### config.mk
export PLATFORM = sky130hd
export DESIGN_NAME = fifo_queue_with_search
export DESIGN_NICKNAME = d
export VERILOG_FILES = /design/src/rtl/core/fqs_pkg.sv /design/src/rtl/core/fifo_queue_with_search.sv /design/src/rtl/core/fqs_ram.sv
export SDC_FILE = /design/constraint.sdc
export NUM_CORES = 1
export LEC_CHECK = 0
export ABC_AREA = 1
export BUFFER_PORTS_ARGS = -buffer_cell sky130_fd_sc_hd__buf_4
export CORE_MARGIN = 8
export CORE_UTILIZATION = 55
export DETAILED_ROUTE_END_ITERATION = 10
export PLACE_DENSITY_LB_ADDON = 0.3
export SETUP_SLACK_MARGIN = 0.1
export SLEW_MARGIN = 20
export SYNTH_ARGS = -nofsm -noshare
export SYNTH_HDL_FRONTEND = slang
export SYNTH_SLANG_ARGS = --single-unit
### constraint.sdc
create_clock -name i_clk -period 8.2 [get_ports i_clk]
set_input_delay 1.64 -clock i_clk [delete_from_list [all_inputs] [get_ports i_clk]]
set_output_delay 1.64 -clock i_clk [all_outputs]
set_load 0.02 [all_outputs]
### src/rtl/core/fqs_pkg.sv
// Shared types and constants of the queue-with-search block.
// No dependencies; used by the top level and the port checker.
package fqs_pkg;

    localparam int DATA_W = 32;
    localparam int POS_W  = 5;

    typedef enum logic [1:0] {
        MODE_INSERT  = 2'd0,
        MODE_DELETE  = 2'd1,
        MODE_SEARCH  = 2'd2,
        MODE_DISPLAY = 2'd3
    } t_mode;

    typedef enum logic [1:0] {
        STAT_OK        = 2'd0,
        STAT_EMPTY     = 2'd1,
        STAT_FULL      = 2'd2,
        STAT_NOT_FOUND = 2'd3
    } t_status;

endpackage

### src/rtl/core/fifo_queue_with_search.sv
// Top level of the bounded FIFO queue with linear search and display.
// Depends on fqs_pkg and fqs_ram.
//
//  Channel  | Direction | tdata (low bit up)                    | tuser        | tlast
//  ---------+-----------+---------------------------------------+--------------+-------------
//  s_axis   | in        | value[31:0]                           | mode[1:0]    | -
//  m_axis   | out       | data[31:0], position[36:32], zero pad | status[1:0]  | last result
//
// Insert and any operation on an empty queue go from the transfer to ST_EMIT, which
// loads the result register; a delete reads the head at the transfer and loads it from
// ST_WALK. Display and search walk the stored entries from the single RAM read port,
// one per cycle unless a waiting result holds the walk; a search ends in ST_EMIT.
// Reset clears the head index, the occupancy and the output valid; the entry RAM is
// not cleared. A result waiting in the output register pauses the walk until taken.
module fifo_queue_with_search #(
    parameter int DEPTH = 16
) (
    input  logic        i_clk,
    input  logic        i_rst_n,
    input  logic        s_axis_tvalid,
    output logic        s_axis_tready,
    input  logic [31:0] s_axis_tdata,   // value[31:0]
    input  logic [1:0]  s_axis_tuser,   // mode[1:0]
    output logic        m_axis_tvalid,
    input  logic        m_axis_tready,
    output logic [39:0] m_axis_tdata,   // data[31:0], position[36:32], zero[39:37]
    output logic [1:0]  m_axis_tuser,   // status[1:0]
    output logic        m_axis_tlast
);
    import fqs_pkg::*;

    localparam int AW = $clog2(DEPTH);
    localparam int OW = $clog2(DEPTH + 1);

    typedef enum logic [2:0] {
        ST_IDLE = 3'b001,
        ST_WALK = 3'b010,
        ST_EMIT = 3'b100
    } t_state;

    // Control state.
    t_state  r_state, n_state;
    logic [AW-1:0] r_head, n_head;
    logic [OW-1:0] r_occ, n_occ;
    logic    r_out_valid, n_out_valid;

    // Working registers of the current item.
    t_mode   r_mode, n_mode;
    logic signed [DATA_W-1:0] r_key, n_key;
    logic [OW-1:0] r_k, n_k;
    logic [AW-1:0] r_addr, n_addr;
    logic    r_hold_valid, n_hold_valid;
    t_status r_fin_status, n_fin_status;
    logic signed [DATA_W-1:0] r_fin_data, n_fin_data;
    logic [POS_W-1:0] r_fin_pos, n_fin_pos;

    // Output register payload.
    t_status r_out_status, n_out_status;
    logic signed [DATA_W-1:0] r_out_data, n_out_data;
    logic [POS_W-1:0] r_out_pos, n_out_pos;
    logic    r_out_last, n_out_last;

    // RAM ports.
    logic          ram_wr_en;
    logic [AW-1:0] ram_wr_addr;
    logic          ram_rd_en;
    logic [AW-1:0] ram_rd_addr;
    logic [DATA_W-1:0] ram_rd_data;

    logic          s_acc;
    logic          can_load;
    logic          full;
    logic [AW:0]   tail_sum;
    logic [AW-1:0] tail_slot;
    logic [AW-1:0] head_next;
    logic [AW-1:0] addr_next;
    logic [OW-1:0] k_plus1;
    logic [31:0]   k_plus1_ext;
    logic [POS_W-1:0] pos_cur;
    logic          last_idx;
    logic          match;
    t_mode         in_mode;

    assign s_axis_tready = (r_state == ST_IDLE);
    assign s_acc         = s_axis_tvalid && s_axis_tready;
    assign can_load      = !r_out_valid || m_axis_tready;
    assign in_mode       = t_mode'(s_axis_tuser);

    assign full = (r_occ == OW'(DEPTH));

    // Tail slot: head plus occupancy, wrapped once around the ring.
    assign tail_sum  = (AW + 1)'(r_head) + (AW + 1)'(r_occ);
    assign tail_slot = (tail_sum >= (AW + 1)'(DEPTH)) ?
                       AW'(tail_sum - (AW + 1)'(DEPTH)) : AW'(tail_sum);

    assign head_next = (r_head == AW'(DEPTH - 1)) ? '0 : r_head + AW'(1);
    assign addr_next = (r_addr == AW'(DEPTH - 1)) ? '0 : r_addr + AW'(1);

    assign k_plus1     = r_k + OW'(1);
    assign k_plus1_ext = 32'(k_plus1);
    assign pos_cur     = k_plus1_ext[POS_W-1:0];
    assign last_idx    = (k_plus1 == r_occ);
    assign match       = (ram_rd_data == r_key);

    assign ram_wr_addr = tail_slot;

    always_comb begin
        n_state      = r_state;
        n_head       = r_head;
        n_occ        = r_occ;
        n_mode       = r_mode;
        n_key        = r_key;
        n_k          = r_k;
        n_addr       = r_addr;
        n_hold_valid = r_hold_valid;
        n_fin_status = r_fin_status;
        n_fin_data   = r_fin_data;
        n_fin_pos    = r_fin_pos;
        n_out_valid  = r_out_valid && !m_axis_tready;
        n_out_status = r_out_status;
        n_out_data   = r_out_data;
        n_out_pos    = r_out_pos;
        n_out_last   = r_out_last;
        ram_wr_en    = 1'b0;
        ram_rd_en    = 1'b0;
        ram_rd_addr  = r_head;

        case (r_state)
            ST_IDLE: begin
                if (s_acc) begin
                    n_mode       = in_mode;
                    n_key        = s_axis_tdata;
                    n_k          = '0;
                    n_addr       = r_head;
                    n_hold_valid = 1'b0;
                    n_fin_data   = '0;
                    n_fin_pos    = '0;
                    if (in_mode == MODE_INSERT) begin
                        if (full) begin
                            n_fin_status = STAT_FULL;
                        end else begin
                            ram_wr_en    = 1'b1;
                            n_occ        = r_occ + OW'(1);
                            n_fin_status = STAT_OK;
                        end
                        n_state = ST_EMIT;
                    end else if (r_occ == '0) begin
                        n_fin_status = STAT_EMPTY;
                        n_state      = ST_EMIT;
                    end else begin
                        // Delete, search and display all start with a head read.
                        ram_rd_en    = 1'b1;
                        n_fin_status = STAT_NOT_FOUND;
                        n_state      = ST_WALK;
                        if (in_mode == MODE_DELETE) begin
                            n_occ  = r_occ - OW'(1);
                            n_head = (r_occ == OW'(1)) ? '0 : head_next;
                        end
                    end
                end
            end

            ST_WALK: begin
                case (r_mode)
                    MODE_SEARCH: begin
                        // The latest match is held back so that the final one can
                        // carry the last mark.
                        if (!(match && r_hold_valid && !can_load)) begin
                            if (match && r_hold_valid) begin
                                n_out_valid  = 1'b1;
                                n_out_status = STAT_OK;
                                n_out_data   = r_fin_data;
                                n_out_pos    = r_fin_pos;
                                n_out_last   = 1'b0;
                            end
                            if (match) begin
                                n_hold_valid = 1'b1;
                                n_fin_status = STAT_OK;
                                n_fin_data   = ram_rd_data;
                                n_fin_pos    = pos_cur;
                            end
                            if (last_idx) begin
                                n_state = ST_EMIT;
                            end else begin
                                n_k         = k_plus1;
                                n_addr      = addr_next;
                                ram_rd_en   = 1'b1;
                                ram_rd_addr = addr_next;
                            end
                        end
                    end
                    MODE_DISPLAY: begin
                        if (can_load) begin
                            n_out_valid  = 1'b1;
                            n_out_status = STAT_OK;
                            n_out_data   = ram_rd_data;
                            n_out_pos    = pos_cur;
                            n_out_last   = last_idx;
                            if (last_idx) begin
                                n_state = ST_IDLE;
                            end else begin
                                n_k         = k_plus1;
                                n_addr      = addr_next;
                                ram_rd_en   = 1'b1;
                                ram_rd_addr = addr_next;
                            end
                        end
                    end
                    default: begin
                        // Delete: the popped head entry is in the read data.
                        if (can_load) begin
                            n_out_valid  = 1'b1;
                            n_out_status = STAT_OK;
                            n_out_data   = ram_rd_data;
                            n_out_pos    = '0;
                            n_out_last   = 1'b1;
                            n_state      = ST_IDLE;
                        end
                    end
                endcase
            end

            ST_EMIT: begin
                if (can_load) begin
                    n_out_valid  = 1'b1;
                    n_out_status = r_fin_status;
                    n_out_data   = r_fin_data;
                    n_out_pos    = r_fin_pos;
                    n_out_last   = 1'b1;
                    n_state      = ST_IDLE;
                end
            end

            default: begin
                n_state = ST_IDLE;
            end
        endcase
    end

    always_ff @(posedge i_clk) begin
        if (!i_rst_n) begin
            r_state     <= ST_IDLE;
            r_head      <= '0;
            r_occ       <= '0;
            r_out_valid <= 1'b0;
        end else begin
            r_state     <= n_state;
            r_head      <= n_head;
            r_occ       <= n_occ;
            r_out_valid <= n_out_valid;
        end
    end

    always_ff @(posedge i_clk) begin
        r_mode       <= n_mode;
        r_key        <= n_key;
        r_k          <= n_k;
        r_addr       <= n_addr;
        r_hold_valid <= n_hold_valid;
        r_fin_status <= n_fin_status;
        r_fin_data   <= n_fin_data;
        r_fin_pos    <= n_fin_pos;
        r_out_status <= n_out_status;
        r_out_data   <= n_out_data;
        r_out_pos    <= n_out_pos;
        r_out_last   <= n_out_last;
    end

    fqs_ram #(
        .WIDTH(DATA_W),
        .DEPTH(DEPTH)
    ) u_entries (
        .i_clk     (i_clk),
        .i_wr_en   (ram_wr_en),
        .i_wr_addr (ram_wr_addr),
        .i_wr_data (s_axis_tdata),
        .i_rd_en   (ram_rd_en),
        .i_rd_addr (ram_rd_addr),
        .o_rd_data (ram_rd_data)
    );

    assign m_axis_tvalid = r_out_valid;
    assign m_axis_tdata  = {3'b000, r_out_pos, r_out_data};
    assign m_axis_tuser  = r_out_status;
    assign m_axis_tlast  = r_out_last;

endmodule

### src/rtl/core/fqs_ram.sv
// Generic simple dual-port RAM: one write port, one registered read port.
// No dependencies.
module fqs_ram #(
    parameter int WIDTH = 32,
    parameter int DEPTH = 16
) (
    input  logic                     i_clk,
    input  logic                     i_wr_en,
    input  logic [$clog2(DEPTH)-1:0] i_wr_addr,
    input  logic [WIDTH-1:0]         i_wr_data,
    input  logic                     i_rd_en,
    input  logic [$clog2(DEPTH)-1:0] i_rd_addr,
    output logic [WIDTH-1:0]         o_rd_data
);

    logic [WIDTH-1:0] r_mem [DEPTH];
    logic [WIDTH-1:0] r_rd_data;

    always_ff @(posedge i_clk) begin
        if (i_wr_en) begin
            r_mem[i_wr_addr] <= i_wr_data;
        end
        // Read data holds until the next read is issued.
        if (i_rd_en) begin
            r_rd_data <= r_mem[i_rd_addr];
        end
    end

    assign o_rd_data = r_rd_data;

endmodule

==> results of run 1 <==
power breakdown:
group / internal [mW] / total, mW / switching, mW / leakage, nW
clock network: 1.84 / 3.15 / 1.31 / 1.11
logic: 0.498 / 1.73 / 1.23 / 5.91
registers: 4.17 / 4.31 / 0.136 / 6.17
cells in the mapped netlist, drive strengths merged:
cell type  number
a211oi          7
a21oi          16
a221oi          1
a31o            1
a31oi           3
buf           105
clkbuf         46
conb            1
dfxtp          13
edfxtp        667
fa              1
ha              9
inv           394
nand2         656
nand3         598
nand3b         32
nand4           7
nor2           93
nor3            7
nor4            2
o211ai          3
o21ai          64
o21bai          1
o221ai          1
o22ai           4
or2             1
xnor2          19
xor2            3
cells by family (layout without fill, tap and decap cells):
group                      after synthesis  after routing  share of synthesized area (%)
xor gates and xnor gates                22             22                          0.650
adders and majority gates               10             10                          0.447
other                                    1              6                         0.0126
AOI/OAI and AO/OA                      101            101                           1.96
and+or+nand+nor                       1396           1396                           20.8
buffers and inverters                  545            631                           7.75
DFF                                    680            680                           68.4
layer usage:
metal	wire length, um	vias to the layer above	global-route usage [%]
met5	13	-	0
met4	2680	2	10.8
met3	7060	196	4.35
met2	34900	1071	39.2
met1	29500	9779	31.2
li1	-	9349	-
sequential cells by signal, summed over array words and instances, names as in the netlist, 3 cells and up:
signal / cells
r_k: 5
r_addr: 4
u_entries.r_mem: 512
r_out_data: 32
r_fin_data: 32
r_occ: 5
r_head: 4
r_fin_pos: 5
r_key: 32
r_out_pos: 5
u_entries.o_rd_data: 32
r_state: 3
metrics by stage:
step	utilization [%]	hold WS (ns)	setup slack, ns	instances
after floorplan	-	0.500	2.74	2757
after global placement	57.4	0.509	2.88	3415
final	61.6	0.525	3.12	3542
after global routing	61.6	0.560	2.83	3540
after detailed placement	57.4	0.514	2.79	3415
after CTS	61.6	0.528	3.21	3539
layout by cell type, fill, tap and decap left out, types with 3 or more instances in the layout:
master / netlist / layout
nand2_4: 0 / 3
inv_2: 19 / 18
clkinv_1: 0 / 13
o21ai_0: 61 / 60
clkbuf_16: 0 / 72
o22ai_1: 4 / 4
conb_1: 1 / 3
inv_1: 375 / 374
dfxtp_1: 13 / 13
clkinv_2: 0 / 13
nand3b_1: 32 / 32
nor2_1: 92 / 74
diode_2: 0 / 3
ha_1: 9 / 9
xnor2_1: 19 / 19
clkbuf_1: 46 / 10
nand4_1: 7 / 7
nand3_1: 596 / 596
a31oi_1: 3 / 3
nor3_1: 6 / 6
edfxtp_1: 667 / 667
nor2_4: 0 / 18
nand2_1: 653 / 651
xor2_1: 3 / 3
buf_4: 30 / 112
a211oi_1: 7 / 7
a21oi_1: 15 / 15
bufinv_16: 0 / 7
inv_6: 0 / 6
worst reg2reg max path, delay by kind of cell, from the launching register on:
family	cells	cell delay (ns)
AND/OR/NAND/NOR	16	2.46
buffers and inverters	3	1.45
flip-flops	1	0.57
adder cells (fa/ha/maj)	1	0.39
worst max path at each step:
stage	cells past startpoint	startpoint	endpoint	slack [ns]
4_1_cts	20	r_k[0]$_SDFFCE_PN0P_	u_entries.o_rd_data[10]$_DFFE_PP_	3.21
2_1_floorplan	6	s_axis_tvalid	u_entries.r_mem[10][0]$_DFFE_PP_	2.74
6_report	20	r_k[0]$_SDFFCE_PN0P_	u_entries.o_rd_data[10]$_DFFE_PP_	3.12
3_5_place_dp	14	m_axis_tready	u_entries.o_rd_data[12]$_DFFE_PP_	2.79
3_3_place_gp	14	m_axis_tready	u_entries.o_rd_data[13]$_DFFE_PP_	2.88
5_1_grt	20	r_k[0]$_SDFFCE_PN0P_	u_entries.o_rd_data[16]$_DFFE_PP_	2.83
final cells by class:
cell class	count	area share [%]
clock inverter	41	1.22
clock buffer	83	5.61
timing repair buffer	113	2.61
sequential	680	61.4
inverter	394	4.50
antenna	3	0.0227
multi-input combinational	1532	22.0
tap	696	2.64
==> run_results.csv, run 1 <==
group,metric,value,unit
outcome,status,"finished clean",
worst_setup_path,rr_startpoint,"r_k[0]$_SDFFCE_PN0P_",
route,drcViolationCount,0,
grt,grt_max_degree,154,
sta,maxSlewHeadroom,28.2,%
worst_setup_path,reg2reg_to,"u_entries.o_rd_data[10]$_DFFE_PP_",
route,avgViaCountPerCell,5.76,
worst_setup_path,crit_path_end_kind,"flop",
min_path,min_from,"r_fin_data[28]$_SDFFCE_PN0P_",
logic_synthesis,synth_area,29700,sq um
logic_synthesis,synth_cell_types,40,
worst_setup_path,path_delay_family,"simple AND/OR/NAND/NOR gates",
grt,antenna_found_initial,3,
sta,final.period_utilization,61.9,%
sta,fin_skew,0.0263,ns
die,dieHeight,248,um
route,dr.pass1.iters,8,
cts,cts_tree,"yes",
route,wl_per_cell,20.9,um
die,row_count,85,
worst_setup_path,reg2reg_slack,3.12,ns
sta,finalHoldViolCount,0,
cts,ctsHoldBuffers,0,
worst_setup_path,cp_num_buf_inv,3,
cts,clk_path_buf_depth,3,
logic_synthesis,yosys_register_bits,680,
logic_synthesis,post-synth-top-area-fraction,67.5,%
logic_synthesis,synth_area_leaders,"edfxtp_1, nand3_1, nand2_1",
logic_synthesis,yosysTopAreaCell,"edfxtp_1",
cts,cts_root_buf,"clkbuf_16",
sta,fmax,197,MHz
pwr,powerDensity,278,nW/um^2
pwr,total_power,9.19,mW
sta,setup_viol_count_final,0,
worst_setup_path,critPathMostFrequentCell,"nand2_1",
die,start_util,55.3,%
die,core-area,53600,sq um
die,ios,83,
logic_synthesis,synth_cells,2755,
logic_synthesis,synth-warning-count,0,
die,fp.dieArea,61600,sq um
sta,worst_slew_pin_slew,1.08,ns
cts,cts_buffers,70,
worst_setup_path,worstSetupPathType,"reg2reg",
cts,post_cts_buffers,0,
sta,finalSetupTns,0,ns
worst_setup_path,cp-start-kind,"flop",
finish,multi_input_comb_area,7270,sq um
cts,clk_pin_slew,0.06,ns
worst_setup_path,path_cells,"ha_1, inv_1, nand2_1, nand2_1, nor2_1, nand3_1, nor2_2, nand3_2, nand2_1, nand2_1, nand2_1, nand2_1, nand3_4, buf_4, buf_4, nand3_1, nand3_1, nand3_1, nand3_1, nand2_1",
place,portBuffers,79,
pwr,p_leak,13.2,nW
worst_setup_path,cp.required,8.54,ns
sta,rsz0062_at_grt,"no",
cts,cts_resized,0,
min_path,hold_path.class,"reg2reg",
worst_setup_path,cp_slowest_cell,"buf_4",
worst_setup_path,cp_max_fo,72,
finish,seq_area,20300,sq um
finish,nNetsFinal,2839,
worst_setup_path,crit_path_max_incr_delay,0.72,ns
route,routed_wl,74200,um
grt,grt_pass1_wl,113000,um
die,die_w,248,um
min_path,worstHoldEndpoint,"r_out_data[28]$_DFFE_PP_",
sta,fin_crit,5.08,ns
place,hpwl,39900,um
worst_setup_path,reg2reg_depth,20,
sta,report.final.slew_viol_count,0,
min_path,min_delay_path_depth,2,
worst_setup_path,cp_data_arrival_time,5.42,ns
finish,area_growth,11.4,%
cts,clk_latency,0.60,ns
grt,grt.total_usage,24.0,%
cts,cts.sinks,680,
cts,h-tree-depth,3,
grt,gr-total-overflow,0,
grt,grt_pass1_vias,19900,
logic_synthesis,syn_area_per_cell,10.8,sq um
route,vias,20400,
finish,design_area,33000,sq um
logic_synthesis,seq_area_frac_synth,68.4,%
route,ant_nets,0,
finish,layout-drive-gt1-share,9.46,%
route,drt-initial-drc-count,2241,
place,dpl-instance-area,30800,sq um
place,gp_congestion,0.850,
pwr,irDropWorstVdd,0.159,mV
flow_run,cap_violations,0,
finish,fillCellCount,4100,
Power figures use the tool's default switching activity.
==> run 2, diff against run 1 <==
- clock period: 8.2 -> 4.5 ns (I/O delays scaled with it)
==> run_results.csv, run 2 (synthesis gave the netlist of run 1 again) <==
group,metric,value,unit
cts,cts_root_buf,"clkbuf_16",
finish,layout-drive-gt1-share,9.52,%
route,drcViolationCount,0,
finish,final_cell_mix,"edfxtp_1, nand2_1, nand3_1, inv_1, buf_4",
place,hpwl,40100,um
cts,cts_buffers,68,
sta,worst_slew_pin_slew,1.05,ns
cts,clk_path_buf_depth,3,
finish,nNetsFinal,2853,
sta,final.period_utilization,81.6,%
die,row_count,85,
worst_setup_path,cp.required,4.85,ns
cts,h-tree-depth,3,
grt,antenna_found_initial,2,
sta,maxSlewHeadroom,30.0,%
finish,final_common_cell,"edfxtp_1",
grt,grt_pass1_vias,19100,
sta,setup_viol_count_final,0,
route,routed_wl,72300,um
sta,rsz0062_at_grt,"no",
finish,area_growth,11.4,%
route,drt-initial-drc-count,2191,
finish,stdcell_count,3545,
sta,fmax,272,MHz
worst_setup_path,critPathMostFrequentCell,"nand2_1",
sta,fin_skew,0.0199,ns
worst_setup_path,crit_path_end_kind,"flop",
cts,clk_pin_slew,0.06,ns
die,dieHeight,248,um
sta,finalSetupTns,0,ns
min_path,hold_path.class,"in2reg",
sta,fin_crit,3.67,ns
die,ios,83,
cts,cts_tree,"yes",
grt,grt_max_degree,141,
grt,gr-total-overflow,0,
worst_setup_path,cp_num_buf_inv,2,
pwr,irDropWorstVdd,0.296,mV
finish,largest_reg_flops,512,
cts,cts.sinks,680,
flow_run,cap_violations,0,
route,vias,20000,
sta,finalHoldViolCount,0,
sta,report.final.slew_viol_count,0,
worst_setup_path,worstSetupPathType,"reg2reg",
route,avgViaCountPerCell,5.65,
grt,grt.total_usage,23.5,%
outcome,status,"finished clean",
cts,clk_latency,0.60,ns
place,portBuffers,79,
route,wl_per_cell,20.4,um
pwr,p_leak,13.2,nW
place,placed_cells,3431,
route,dr.pass1.iters,6,
die,die_w,248,um
grt,grt_pass1_wl,111000,um
worst_setup_path,path_cells,"ha_1, nand2_1, nand2_1, nand2_1, nand3_1, nor2_2, nand3_2, nand2_1, nand2_1, nand2_1, nand2_1, nand2_1, nand2_1, nand2_4, inv_4, buf_12, nand3_1, nand3_1, nand3_1, nand2_1",
worst_setup_path,path_delay_family,"simple AND/OR/NAND/NOR gates",
cts,ctsHoldBuffers,0,
die,start_util,55.3,%
die,core-area,53600,sq um
worst_setup_path,crit_path_max_incr_delay,0.51,ns
route,ant_nets,0,
die,fp.dieArea,61600,sq um
worst_setup_path,cp_data_arrival_time,4.02,ns
place,gp_congestion,0.898,
pwr,powerDensity,493,nW/um^2
worst_setup_path,cp_max_fo,95,
worst_setup_path,cp-start-kind,"flop",
worst_setup_path,cp_slowest_cell,"edfxtp_1",
cts,cts_resized,0,
cts,post_cts_buffers,0,
finish,top_register,"u_entries.r_mem",
==> run 2: cell count changes in the layout (fill, tap and decap cells not counted), sizes merged <==
cell      change
inv           -3
clkbuf        -2
clkinv        -2
buf          +16
diode         -2
bufinv        -3
clkinvlp      -1
==> run 2: power by group <==
| part | internal, mW | switching [mW] |
|---|---|---|
| combinational | 0.948 | 2.20 |
| clock | 3.03 | 2.28 |
| sequential | 7.60 | 0.242 |
==> run 2: final timing paths <==
| check | to | slack, ns | cells past startpoint | start |
|---|---|---|---|---|
| setup reg to reg | u_entries.o_rd_data[10]$_DFFE_PP_ | 0.83 | 20 | r_k[0]$_SDFFCE_PN0P_ |
| setup / recovery | u_entries.o_rd_data[10]$_DFFE_PP_ | 0.83 | 20 | r_k[0]$_SDFFCE_PN0P_ |
| hold reg to reg | r_out_data[23]$_DFFE_PP_ | 0.52 | 2 | r_fin_data[23]$_SDFFCE_PN0P_ |
| hold / removal | r_mode[0]$_DFFE_PP_ | 0.50 | 1 | s_axis_tuser[0] |
==> run 2: stage by stage <==
stage	setup WS [ns]	area (sq um)	util (%)	hold WS (ns)	power, mW
6_report	0.828	33000	61.7	0.501	16.3
5_1_grt	0.395	33000	61.7	0.482	17.0
3_3_place_gp	0.911	31000	57.9	0.510	11.0
2_1_floorplan	0.371	29700	-	0.500	10.1
4_1_cts	0.844	33000	61.6	0.472	16.4
3_5_place_dp	0.864	31000	57.9	0.512	11.1
==> run 2: per-layer routing <==
metal	routed length [um]	vias up	GRT usage, %
li1	-	9371	-
met1	29300	9566	31.8
met2	34000	951	37.7
met3	6780	151	4.45
met4	2240	2	9.02
met5	13	-	0
==> run 2: cell type report <==
| type | count | area [sq um] |
|---|---|---|
| fill | 4146 | 20600 |
| sequential | 680 | 20300 |
| multi-input combinational | 1532 | 7270 |
| clock buffer | 81 | 1770 |
| inverter | 394 | 1480 |
| timing repair buffer | 129 | 1110 |
| tap | 696 | 871 |
| clock inverter | 32 | 258 |
| antenna | 1 | 2.50 |
